**src/sv/csi_pkg.sv**
```systemverilog
// csi_pkg: shared types, constants and helpers for the ANSI CSI console parser.
// Used by csi_step, csi_emit and ansi_csi_console_parser. No dependencies.
`timescale 1ns / 1ps
`default_nettype none

package csi_pkg;

   // Geometry and parser sizing
   localparam int CSI_NUM_PARAMS  = 3;
   localparam int CSI_SCREEN_COLS = 80;
   localparam int CSI_IDX_W       = $clog2(CSI_NUM_PARAMS);
   localparam int CSI_PARAM_W     = 16;
   localparam int CSI_MAX_RSP     = 5;
   localparam int CSI_CNT_W       = $clog2(CSI_MAX_RSP + 1);
   localparam int CSI_POS_W       = $clog2(CSI_MAX_RSP);

   // Linear cursor position and its reciprocal division by the screen width
   localparam int CSI_LIN_W     = 16;
   localparam int CSI_DIV_SHIFT = CSI_LIN_W + 8;
   localparam int CSI_DIV_RECIP = ((2 ** CSI_DIV_SHIFT) + CSI_SCREEN_COLS - 1) / CSI_SCREEN_COLS;
   localparam int CSI_PROD_W    = CSI_DIV_SHIFT + CSI_LIN_W;

   // Character codes
   localparam logic [7:0] CHR_NL     = 8'h0A;
   localparam logic [7:0] CHR_CR     = 8'h0D;
   localparam logic [7:0] CHR_ESC    = 8'h1B;
   localparam logic [7:0] CHR_LBRACK = 8'h5B;
   localparam logic [7:0] CHR_SEMI   = 8'h3B;
   localparam logic [7:0] CHR_ZERO   = 8'h30;
   localparam logic [7:0] CHR_NINE   = 8'h39;
   localparam logic [7:0] CHR_AT     = 8'h40;
   localparam logic [7:0] CHR_UP     = 8'h41;
   localparam logic [7:0] CHR_FWD    = 8'h43;
   localparam logic [7:0] CHR_BACK   = 8'h44;
   localparam logic [7:0] CHR_POS    = 8'h48;
   localparam logic [7:0] CHR_SGR    = 8'h6D;

   // SGR codes and colours
   localparam logic [CSI_PARAM_W-1:0] SGR_FG_EXT  = 16'd38;
   localparam logic [CSI_PARAM_W-1:0] SGR_BG_EXT  = 16'd48;
   localparam logic [CSI_PARAM_W-1:0] SGR_PALETTE = 16'd5;
   localparam logic [7:0]             FG_DEFAULT  = 8'd7;
   localparam logic [7:0]             BG_DEFAULT  = 8'd0;
   localparam logic [CSI_PARAM_W-1:0] PARAM_MAX   = 16'hFFFF;

   typedef enum logic [2:0] {
      KIND_SERIAL   = 3'd0,
      KIND_TELETYPE = 3'd1,
      KIND_WRITE    = 3'd2,
      KIND_CURSOR   = 3'd3,
      KIND_BG       = 3'd4
   } csi_kind_type;

   typedef enum logic [2:0] {
      MODE_NORMAL = 3'b001,
      MODE_ESCAPE = 3'b010,
      MODE_CSI    = 3'b100
   } csi_mode_type;

   typedef struct packed {
      logic [7:0] in_byte;
      logic [7:0] cursor_row;
      logic [7:0] cursor_col;
   } csi_req_type;

   typedef struct packed {
      csi_kind_type kind;
      logic [7:0]   char_code;
      logic [7:0]   new_row;
      logic [7:0]   new_col;
      logic [7:0]   color;
      logic [7:0]   fg_color;
      logic         last;
   } csi_rsp_type;

   typedef struct packed {
      csi_mode_type                              mode;
      logic [CSI_IDX_W-1:0]                      index;
      logic [CSI_NUM_PARAMS-1:0][CSI_PARAM_W-1:0] values;
      logic [7:0]                                foreground;
   } csi_state_type;

   // Results caused by one byte, slot 0 first
   typedef struct packed {
      logic [CSI_CNT_W-1:0]               count;
      csi_rsp_type [CSI_MAX_RSP-1:0]      slot;
   } csi_bundle_type;

   // Build one result with foreground and last flag still clear
   function automatic csi_rsp_type csi_make(input csi_kind_type kind, input logic [7:0] ch,
                                             input logic [7:0] row, input logic [7:0] col,
                                             input logic [7:0] color);
      csi_rsp_type r;
      r.kind      = kind;
      r.char_code = ch;
      r.new_row   = row;
      r.new_col   = col;
      r.color     = color;
      r.fg_color  = 8'd0;
      r.last      = 1'b0;
      return r;
   endfunction

endpackage

`default_nettype wire

```
**src/sv/csi_step.sv**
```systemverilog
// csi_step: combinational step of the parser for one registered byte.
// Produces the result bundle and the next parser state. Depends on csi_pkg.
`timescale 1ns / 1ps
`default_nettype none

module csi_step import csi_pkg::*; (
   input  csi_req_type    req,
   input  csi_state_type  state,
   output csi_state_type  state_next,
   output csi_bundle_type bundle
);

   logic [CSI_PARAM_W-1:0] raw0;
   logic [CSI_PARAM_W-1:0] p1;
   logic [CSI_PARAM_W-1:0] p2;
   logic [CSI_PARAM_W-1:0] p3;
   logic [CSI_PARAM_W-1:0] p2_pos;
   logic [CSI_PARAM_W-1:0] cur_val;
   logic [CSI_PARAM_W+3:0] acc;
   logic [CSI_LIN_W-1:0]   base;
   logic [CSI_LIN_W-1:0]   lin;
   logic [CSI_PROD_W-1:0]  prod;
   logic [CSI_LIN_W-1:0]   quot;
   logic [CSI_LIN_W-1:0]   rem;
   logic [7:0]             up_row;
   logic [CSI_POS_W-1:0]   n;
   logic                   is_digit;
   csi_rsp_type [CSI_MAX_RSP-1:0] slots;

   // Pick out the parameters; those beyond the array read as zero
   always_comb begin
      raw0 = '0;
      p2   = '0;
      p3   = '0;
      for (int i = 0; i < CSI_NUM_PARAMS; i++) begin
         if (i == 0) raw0 = state.values[i];
         if (i == 1) p2 = state.values[i];
         if (i == 2) p3 = state.values[i];
      end
      p1      = (raw0 == '0) ? CSI_PARAM_W'(1) : raw0;
      p2_pos  = (p2 == '0) ? CSI_PARAM_W'(1) : p2;
      cur_val = state.values[state.index];
   end

   // Decimal accumulate with saturation
   assign is_digit = (req.in_byte >= CHR_ZERO) && (req.in_byte <= CHR_NINE);
   assign acc      = ({4'd0, cur_val} << 3) + ({4'd0, cur_val} << 1)
                   + {12'd0, req.in_byte - CHR_ZERO};

   // Cursor up clamps at row zero
   assign up_row = ({8'd0, req.cursor_row} >= p1) ? 8'(16'(req.cursor_row) - p1) : 8'd0;

   // Cursor back: linear position, clamp, then divide by the width via reciprocal
   assign base = CSI_LIN_W'(16'(req.cursor_row) * 16'(CSI_SCREEN_COLS)) + 16'(req.cursor_col);
   assign lin  = (base >= p1) ? base - p1 : '0;
   assign prod = CSI_PROD_W'(lin) * CSI_PROD_W'(CSI_DIV_RECIP);
   assign quot = prod[CSI_DIV_SHIFT +: CSI_LIN_W];
   assign rem  = lin - CSI_LIN_W'(quot * CSI_LIN_W'(CSI_SCREEN_COLS));

   // Sequence the results and advance the parser
   always_comb begin
      slots      = '0;
      n          = '0;
      state_next = state;

      if (req.in_byte == CHR_NL) begin
         slots[n] = csi_make(KIND_SERIAL, CHR_CR, 8'd0, 8'd0, 8'd0);
         n        = n + 1'b1;
         slots[n] = csi_make(KIND_TELETYPE, CHR_CR, 8'd0, 8'd0, 8'd0);
         n        = n + 1'b1;
      end
      slots[n] = csi_make(KIND_SERIAL, req.in_byte, 8'd0, 8'd0, 8'd0);
      n        = n + 1'b1;

      case (state.mode)
         MODE_CSI: begin
            if (req.in_byte == CHR_SEMI) begin
               if (state.index < CSI_IDX_W'(CSI_NUM_PARAMS - 1))
                  state_next.index = state.index + 1'b1;
            end else if (is_digit) begin
               state_next.values[state.index] = (acc > {4'd0, PARAM_MAX}) ? PARAM_MAX
                                                : acc[CSI_PARAM_W-1:0];
            end else begin
               state_next.mode = MODE_NORMAL;
               // Final byte: issue the display command it names, if any
               if (req.in_byte == CHR_AT) begin
                  slots[n] = csi_make(KIND_WRITE, p1[7:0], 8'd0, 8'd0, state.foreground);
                  n        = n + 1'b1;
               end else if (req.in_byte == CHR_UP) begin
                  slots[n] = csi_make(KIND_CURSOR, 8'd0, up_row, req.cursor_col, 8'd0);
                  n        = n + 1'b1;
               end else if (req.in_byte == CHR_FWD) begin
                  slots[n] = csi_make(KIND_CURSOR, 8'd0, req.cursor_row,
                                      8'(16'(req.cursor_col) + p1), 8'd0);
                  n        = n + 1'b1;
               end else if (req.in_byte == CHR_BACK) begin
                  slots[n] = csi_make(KIND_CURSOR, 8'd0, quot[7:0], rem[7:0], 8'd0);
                  n        = n + 1'b1;
               end else if (req.in_byte == CHR_POS) begin
                  slots[n] = csi_make(KIND_CURSOR, 8'd0, 8'(p1 - 1'b1), 8'(p2_pos - 1'b1),
                                      8'd0);
                  n        = n + 1'b1;
               end else if (req.in_byte == CHR_SGR) begin
                  if (raw0 == '0) begin
                     state_next.foreground = FG_DEFAULT;
                     slots[n] = csi_make(KIND_BG, 8'd0, 8'd0, 8'd0, BG_DEFAULT);
                     n        = n + 1'b1;
                  end else if (raw0 == SGR_FG_EXT) begin
                     if (p2 == SGR_PALETTE)
                        state_next.foreground = p3[7:0];
                  end else if (raw0 == SGR_BG_EXT) begin
                     if (p2 == SGR_PALETTE) begin
                        slots[n] = csi_make(KIND_BG, 8'd0, 8'd0, 8'd0, p3[7:0]);
                        n        = n + 1'b1;
                     end
                  end
               end
            end
         end
         MODE_ESCAPE: begin
            if (req.in_byte == CHR_LBRACK) begin
               state_next.mode   = MODE_CSI;
               state_next.values = '0;
               state_next.index  = '0;
            end else begin
               slots[n] = csi_make(KIND_TELETYPE, CHR_ESC, 8'd0, 8'd0, 8'd0);
               n        = n + 1'b1;
               slots[n] = csi_make(KIND_TELETYPE, req.in_byte, 8'd0, 8'd0, 8'd0);
               n        = n + 1'b1;
               state_next.mode = MODE_NORMAL;
            end
         end
         default: begin
            if (req.in_byte == CHR_ESC) begin
               state_next.mode = MODE_ESCAPE;
            end else begin
               slots[n] = csi_make(KIND_TELETYPE, req.in_byte, 8'd0, 8'd0, 8'd0);
               n        = n + 1'b1;
            end
         end
      endcase

      // Stamp foreground on every result and mark the final one
      for (int i = 0; i < CSI_MAX_RSP; i++) begin
         slots[i].fg_color = state_next.foreground;
         slots[i].last     = (CSI_POS_W'(i) == CSI_POS_W'(n - 1'b1));
      end
      bundle.slot  = slots;
      bundle.count = CSI_CNT_W'(n);
   end

endmodule

`default_nettype wire

```
**src/sv/csi_emit.sv**
```systemverilog
// csi_emit: result register that holds one byte's bundle and hands out its results
// one transfer at a time. Depends on csi_pkg.
`timescale 1ns / 1ps
`default_nettype none

module csi_emit import csi_pkg::*; (
   input  logic           clock,
   input  logic           reset,
   input  logic           load_valid,
   output logic           load_ready,
   input  csi_bundle_type load_bundle,
   output logic           rsp_valid,
   input  logic           rsp_ready,
   output csi_rsp_type    rsp_item
);

   csi_bundle_type       bundle_ff, bundle_in;
   logic                 valid_ff, valid_in;
   logic [CSI_POS_W-1:0] pos_ff, pos_in;
   logic                 final_taken;

   assign rsp_item    = bundle_ff.slot[pos_ff];
   assign rsp_valid   = valid_ff;
   assign final_taken = valid_ff && rsp_ready && rsp_item.last;
   assign load_ready  = !valid_ff || final_taken;

   // Load a fresh bundle, otherwise advance through the held one
   always_comb begin
      bundle_in = bundle_ff;
      valid_in  = valid_ff;
      pos_in    = pos_ff;
      if (load_valid && load_ready) begin
         bundle_in = load_bundle;
         valid_in  = 1'b1;
         pos_in    = '0;
      end else if (final_taken) begin
         valid_in = 1'b0;
      end else if (valid_ff && rsp_ready) begin
         pos_in = pos_ff + 1'b1;
      end
   end

   always_ff @(posedge clock) begin
      bundle_ff <= bundle_in;
      if (reset) begin
         valid_ff <= 1'b0;
         pos_ff   <= '0;
      end else begin
         valid_ff <= valid_in;
         pos_ff   <= pos_in;
      end
   end

endmodule

`default_nettype wire

```
**src/sv/ansi_csi_console_parser.sv**
```systemverilog
// ansi_csi_console_parser: top level of the ANSI CSI console parser.
// Instantiates csi_step and csi_emit; depends on csi_pkg.
//
//   channel | ports                         | direction | carries
//   req     | req_valid req_ready req_item  | in        | byte, cursor row, cursor column
//   rsp     | rsp_valid rsp_ready rsp_item  | out       | one serial or display action
//
// A byte is registered on its transfer and stepped through the parser once the
// result register can take a bundle; its 1 to 5 results are loaded there together.
// The result port gives one result per cycle while rsp_ready holds high, so that
// port sets the sustained rate. A new byte is taken while results wait.
// Reset puts the parser in normal mode with foreground 7 and empties both registers.
// A stall on rsp holds the current result; req stays ready until the input register fills.
`timescale 1ns / 1ps
`default_nettype none

module ansi_csi_console_parser import csi_pkg::*; (
   input  logic        clock,
   input  logic        reset,
   input  logic        req_valid,
   output logic        req_ready,
   input  csi_req_type req_item,
   output logic        rsp_valid,
   input  logic        rsp_ready,
   output csi_rsp_type rsp_item
);

   csi_req_type    in_ff, in_in;
   logic           in_valid_ff, in_valid_in;
   csi_state_type  state_ff, state_in;
   csi_state_type  state_next;
   csi_bundle_type bundle;
   logic           load_ready;
   logic           step_go;

   assign step_go   = in_valid_ff && load_ready;
   assign req_ready = !in_valid_ff || load_ready;

   // Parser step on the registered byte
   csi_step u_step (
      .req        (in_ff),
      .state      (state_ff),
      .state_next (state_next),
      .bundle     (bundle)
   );

   // Result register and serialiser
   csi_emit u_emit (
      .clock       (clock),
      .reset       (reset),
      .load_valid  (in_valid_ff),
      .load_ready  (load_ready),
      .load_bundle (bundle),
      .rsp_valid   (rsp_valid),
      .rsp_ready   (rsp_ready),
      .rsp_item    (rsp_item)
   );

   // Hold the input byte until it has been stepped; commit state with the step
   always_comb begin
      in_in       = in_ff;
      in_valid_in = in_valid_ff;
      state_in    = state_ff;
      if (step_go) begin
         in_valid_in = 1'b0;
         state_in    = state_next;
      end
      if (req_valid && req_ready) begin
         in_in       = req_item;
         in_valid_in = 1'b1;
      end
   end

   always_ff @(posedge clock) begin
      in_ff <= in_in;
      if (reset) begin
         in_valid_ff         <= 1'b0;
         state_ff.mode       <= MODE_NORMAL;
         state_ff.index      <= '0;
         state_ff.values     <= '0;
         state_ff.foreground <= FG_DEFAULT;
      end else begin
         in_valid_ff <= in_valid_in;
         state_ff    <= state_in;
      end
   end

endmodule

`default_nettype wire

```
**config.mk**
```make
export PLATFORM = sky130hd
export DESIGN_NAME = ansi_csi_console_parser
export DESIGN_NICKNAME = d
export VERILOG_FILES = /design/src/sv/csi_pkg.sv /design/src/sv/csi_step.sv /design/src/sv/csi_emit.sv /design/src/sv/ansi_csi_console_parser.sv
export SDC_FILE = /design/constraint.sdc
export NUM_CORES = 1
export LEC_CHECK = 0
export ABC_AREA = 1
export BUFFER_PORTS_ARGS = -buffer_cell sky130_fd_sc_hd__buf_2
export CAP_MARGIN = 20
export CORE_MARGIN = 4
export CORE_UTILIZATION = 45
export CTS_BUF_LIST = sky130_fd_sc_hd__clkbuf_8
export DETAILED_ROUTE_END_ITERATION = 8
export GPL_TIMING_DRIVEN = 0
export PLACE_DENSITY = 0.69
export SYNTH_ARGS = -nofsm -noshare
export SYNTH_HDL_FRONTEND = slang
export SYNTH_SLANG_ARGS = --single-unit
export TNS_END_PERCENT = 30
```
**constraint.sdc**
```tcl
create_clock -name clock -period 10.66 [get_ports clock]
set_input_delay 1.599 -clock clock [delete_from_list [all_inputs] [get_ports clock]]
set_output_delay 1.599 -clock clock [all_outputs]
set_load 0.01 [all_outputs]
```
== Yosys cells after proc, flatten, opt, wreduce, memory -nomap -nowiden ==
Index checks and enable logic that the tools add are counted.

* Logic and storage cells: 219
* Bits of input ports: 28
* Register bits: 278

* Multipliers: 3
* Add/sub/neg operators: 16
* Mux-type cells: 85
* Reductions and logical operators: 25
* $lt $le $gt $ge: 15
* Equal/unequal tests: 25
* Bitwise operators: 7

{| class="wikitable"
|+ Operators by type and width
! operator !! count
|-
| 220-bit two-way mux || 14
|-
| 220-bit bitwise mux || 9
|-
| 220-bit one-hot mux with 2 select lines || 1
|-
| 44-bit demux with 3-bit select || 3
|-
| 215-bit bitwise AND || 1
|-
| 215-bit NOT || 1
|-
| 195-bit bitwise AND || 1
|-
| 195-bit NOT || 1
|-
| 44-bit two-way mux || 4
|-
| 44-bit binary-select mux with 3-bit select || 1
|-
| 8-bit two-way mux || 13
|-
| 50-bit one-hot mux with 2 select lines || 1
|-
| 86-bit two-way mux || 1
|-
| 16-bit two-way mux || 5
|-
| 8-bit by 7-bit equality test with 1-bit output, second input constant || 7
|-
| 56-bit two-way mux || 1
|-
| 3-bit two-way mux || 18
|-
| 50-bit two-way mux || 1
|-
| 48-bit bitwise mux || 1
|-
| 48-bit two-way mux || 1
|-
| 16-bit binary-select mux with 2-bit select || 1
|-
| 16-bit demux with 2-bit select || 1
|-
| 16-bit by 6-bit equality test with 1-bit output, second input constant || 2
|-
| 16-bit logical NOT || 2
|-
| 51 further kinds || 85
|}

== Depth between registers and ports, before layout ==
* Depth in word-level cells: 21
* Gate-level depth with buffers: 57

== Hierarchy ==
A second synthesis with hierarchy kept.

* Cells, all modules: 2926
* Area total of the unflattened synthesis: 24578.6 um^2

{| class="wikitable"
|+ Modules (own cells, without submodules)
! module !! times used !! cells an instance !! area an instance (um^2)
|-
| csi_step || 1 || 1917 || 12692.2
|-
| csi_emit || 1 || 599 || 8602.0
|-
| ansi_csi_console_parser || 1 || 410 || 3284.4
|}

== Worst setup path before layout ==
Ideal clock, no wire load.

* Path type: reg2reg
* Start point: reg in_ff[9] (netlist name)
* End point: reg u_emit.bundle_ff[68] (netlist name) (data pin)
* Setup slack: 1.072 ns
* Required time: 10.393 ns
* Cell stages (with the launch flop): 51
* Setup time: 0.267 ns
* Data arrival time: 9.322 ns
* Cells stage by stage: edfxtp_1 > ha_1 > ha_1 > fa_1 > nand3_1 > and2_1 > inv_1 > a21oi_1 > o21ai_0 > xor2_1 > a32o_1 > ha_1 > inv_1 > nor3_1 > and2_1 > nand2_1 > nand2_1 > buf_2 > [15 not listed] > nand2_1 > o21ai_0 > nor4_1 > nand2_1 > xor2_1 > ha_1 > inv_1 > ha_1 > nand2_1 > nand2_1 > a31oi_1 > nand3_1 > nand2_1 > nand2_1 > nand3_1 > nand2_1 > nand2_1 > a21oi_1

* Word-level cells in the longest chain between the ends: 15

{| class="wikitable"
|+ Ends and longest elaborated chain
! item !! line !! text
|-
| from (decl) || ansi_csi_console_parser.sv:28 || <nowiki>csi_req_type in_ff, in_in;</nowiki>
|-
| from (signal assigned) || ansi_csi_console_parser.sv:75 || <nowiki>in_ff <= in_in;</nowiki>
|-
| 8-bit by 3-bit multiplier with 11-bit output * || csi_step.sv:54 || <nowiki>assign base = CSI_LIN_W'(16'(req.cursor_row) * 16'(CSI_SCREEN_COLS)) + 16'(req.cursor_col);</nowiki>
|-
| 15-bit by 8-bit adder with 16-bit output * || csi_step.sv:54 ||
|-
| 16-bit subtractor / 16-bit greater-or-equal comparator (equally long branches) || csi_step.sv:55 || <nowiki>assign lin = (base >= p1) ? base - p1 : '0;</nowiki>
|-
| 16-bit two-way mux * || csi_step.sv:55 ||
|-
| 16-bit by 16-bit multiplier with 32-bit output || csi_step.sv:56 || <nowiki>assign prod = CSI_PROD_W'(lin) * CSI_PROD_W'(CSI_DIV_RECIP);</nowiki>
|-
| 10-bit by 3-bit multiplier with 4-bit output || csi_step.sv:58 || <nowiki>assign rem = lin - CSI_LIN_W'(quot * CSI_LIN_W'(CSI_SCREEN_COLS));</nowiki>
|-
| 8-bit subtractor * || csi_step.sv:58 ||
|-
| 220-bit bitwise mux * || csi_step.sv:97 || <nowiki>slots[n] = csi_make(KIND_CURSOR, 8'd0, quot[7:0], rem[7:0], 8'd0);</nowiki>
|-
| 220-bit two-way mux * || csi_step.sv:96 || <nowiki>end else if (req.in_byte == CHR_BACK) begin</nowiki>
|-
| 220-bit two-way mux * || csi_step.sv:92 || <nowiki>end else if (req.in_byte == CHR_FWD) begin</nowiki>
|-
| 220-bit two-way mux * || csi_step.sv:89 || <nowiki>end else if (req.in_byte == CHR_UP) begin</nowiki>
|-
| 220-bit two-way mux * || csi_step.sv:86 || <nowiki>if (req.in_byte == CHR_AT) begin</nowiki>
|-
| 220-bit two-way mux * || csi_step.sv:80 || <nowiki>end else if (is_digit) begin</nowiki>
|-
| 220-bit two-way mux * || csi_step.sv:77 || <nowiki>if (req.in_byte == CHR_SEMI) begin</nowiki>
|-
| 220-bit one-hot mux with 2 select lines * || csi_step.sv:75 || <nowiki>case (state.mode)</nowiki>
|-
| to (signal assigned) || csi_emit.sv:44 || <nowiki>bundle_ff <= bundle_in;</nowiki>
|-
| to (decl) || csi_emit.sv:17 || <nowiki>csi_bundle_type bundle_ff, bundle_in;</nowiki>
|}

Mark *: on every way between the ends. The rest lies on a longest branch, timed or not.
A chain may end at the register's enable or synchronous reset.

== Worst setup path after layout ==
* Start point: reg in_ff[11] (netlist name)
* End point: reg u_emit.bundle_ff[68] (netlist name) (data pin)

Same word-level chain as after synthesis.

==> metrics.md <==
| Metric | Value |
|---|---|
| Final net count | `2693` |
| Final Skew | `0.0362 ns` |
| Vias | `15161` |
| Seq. cell area | `5320 µm²` |
| DP HPWL | `41000 µm` |
| Final number of setup-violating endpoints | `0` |
| Initial Util | `0.457` |
| First-pass GRT wire length | `77900 µm` |
| Max Transition Viols Final | `0` |
| Area Overhead vs Synth | `13.9%` |
| Setup crit start kind | `register` |
| Worst R2R Start | `in_ff[11]$_DFFE_PP_` |
| Core ar. | `38700 µm²` |
| Critical path arrival | `10.48 ns` |
| Total Routing Usage GR | `0.237` |
| Vias per inst | `5.25` |
| CP startpoint | `in_ff[11]$_DFFE_PP_` |
| Sequential-to-total area share from yosys stat | `0.300` |
| Maximum clock path buffer count | `2` |
| Async S/R FF share, synth | `0` |
| Worst Min Path Start | `state_ff[47]$_SDFFE_PP0P_` |
| Std cell rows | `72` |
| Largest stage delay, worst path | `0.56 ns` |
| Top_reg_cell synth | `edfxtp_1` |
| Post-Syn Area | `17700 µm²` |
| Root buf cell | `clkbuf_8` |
| Chip Width | `206 µm` |
| Syn avg cell area | `8.08 µm²` |
| Most frequent cells in the layout | `inv_1 (383), nand2_1 (367), nor2_1 (237)` |
| Commonest non-fill, non-tap cell in the layout | `inv_1` |
| Post-layout min period | `10.12 ns` |
| Slew @ Worst Pin | `0.786 ns` |
| Tightest Hold Check Type | `reg2reg` |
| DRC Markers | `0` |
| Final Instance Area | `20200 µm²` |
| Share of layout cells above drive strength 1 | `0.116` |
| Largest net degree at the start of global routing | `43` |
| Initial DRC count | `1321` |
| DRT antenna net count | `0` |
| Slowest CP cell | `fa_1` |
| CTS Sinks | `199` |
| CTS clock-pin slew for the worst setup and hold paths | `0.14 ns` |
| Drt total wl | `50500 µm` |
| Grt ovf | `0` |
| Area post-placement | `18900 µm²` |
| Area taken by multi-input logic gates | `11200 µm²` |
| H-tree levels | `4` |
| WL/cell | `17.5 µm` |
| Hold_buf cts | `0` |
| Final hold vios | `0` |
| Synth Warn # | `0` |
| Die area | `42500 µm²` |
| Antenna Cells | `0` |
| Num ports | `74` |
| Max_cap viols | `0` |
| Initial DRT Pass Iterations | `5` |
| Number of distinct library cells after synthesis | `57` |
| Critical path type | `reg2reg` |
| Die H | `206 µm` |
| Most frequent CP cell | `nand2_1` |
| CP required | `11.01 ns` |
| CTS Buf Count | `17` |
| Initial antenna violation count | `0` |
| CTS tree | `yes` |
| Clock latency on the worst-skew pair | `0.53 ns` |
| # port buffers | `73` |
| Status | `finished, final reports clean` |
| Vias in the first global route | `14390` |
| Setup crit end kind | `register` |
| Register bit total from synthesis | `199` |
| Fmax | `0.0988 GHz` |
| EDFF count, synth | `133` |
| Final worst-path cycle share | `0.950` |
| Worst slew margin | `0.476` |
| Crit Path Max Fanout | `6` |
| Fill cells | `3638` |
| Setup TNS | `0 ns` |
| Placer Congestion | `0.966` |
| Post-synthesis cell count | `2189` |
-- critical path: cells and delay by family, from the launching register on --
| kind | cells | cell delay (ns) |
|---|---|---|
| simple gates | 19 | 2.12 |
| flops | 1 | 0.54 |
| compound gates | 7 | 0.85 |
| buf+inv | 10 | 0.94 |
| fa+ha+maj | 13 | 4.99 |
| xor+xnor | 3 | 0.50 |
-- state kept, by name, summed over array words and instances (netlist names) --
name,flops
in_ff,24
in_valid_ff,1
state_ff,61
u_emit.bundle_ff,109
u_emit.pos_ff,3
u_emit.rsp_valid,1
-- timing repair --
item | in CTS | in global routing
pin swaps | 2 | 28
resized for setup | 24 | 72
setup endpoints to repair | 3 | 4
setup buffers | 11 | 29
cloned | 0 | 1
-- cells in the mapped netlist, drive strengths merged (5+ instances only) --
cell / instances / area [µm²]
a211oi: 8 / 60.1
a21o: 8 / 60.1
a21oi: 175 / 940
a31oi: 14 / 87.6
buf: 13 / 88.8
clkbuf: 42 / 158
clkinv: 5 / 18.8
dfxtp: 66 / 1320
edfxtp: 133 / 3990
fa: 92 / 1840
ha: 215 / 2690
inv: 393 / 1480
nand2: 375 / 1410
nand3: 59 / 295
nand4: 17 / 121
nor2: 250 / 983
nor3: 35 / 214
nor3b: 6 / 78.8
nor4: 9 / 62.6
o21a: 5 / 37.5
o21ai: 142 / 714
o21bai: 6 / 45.0
o221ai: 5 / 43.8
o22ai: 19 / 119
or2: 5 / 31.3
xnor2: 18 / 158
xor2: 45 / 394
-- kinds of logic after synthesis --
family,synth area share
simple gates,0.181
buf+inv,0.0984
fa+ha+maj,0.256
compound gates,0.132
flops,0.300
xor+xnor,0.0312
other cells,0.000212
-- metrics by stage --
stage               cells  utilization  hold slack, ns  worst slack, ns
global placement     2812        0.486           0.453           -0.874
CTS                  2859        0.504           0.475           0.0108
global route         2889        0.520           0.494           -0.113
finish               2889        0.520           0.475            0.537
detailed placement   2816        0.488           0.458           -0.607
floorplan            2221            -           0.445             1.07
-- worst paths after layout --
kind,depth (start not counted),slack (ns),end
min,2,0.47,state_ff[47]$_SDFFE_PP0P_
max,52,0.54,u_emit.bundle_ff[68]$_SDFFCE_PP0P_
max reg2reg,52,0.54,u_emit.bundle_ff[68]$_SDFFCE_PP0P_
min reg2reg,2,0.47,state_ff[47]$_SDFFE_PP0P_
-- layer usage --
layer	GRT usage	vias up	wire (µm)
li1	-	7473	-
met1	0.337	7080	22800
met2	0.372	540	22700
met3	0.0499	68	3940
met4	0.0549	0	1110
met5	0	-	0
-- final cells by class --
type	count	area share
Sequential cell	199	0.264
Clock inverter	15	0.00981
Inverter	398	0.0743
Tap cell	518	0.0322
Buffer	55	0.0127
Clock buffer	17	0.0116
Multi-Input combinational cell	1569	0.557
Timing Repair Buffer	118	0.0384
Power is not shown: default switching activity piles up to over one toggle a cycle in this logic, so the estimate is an artifact.
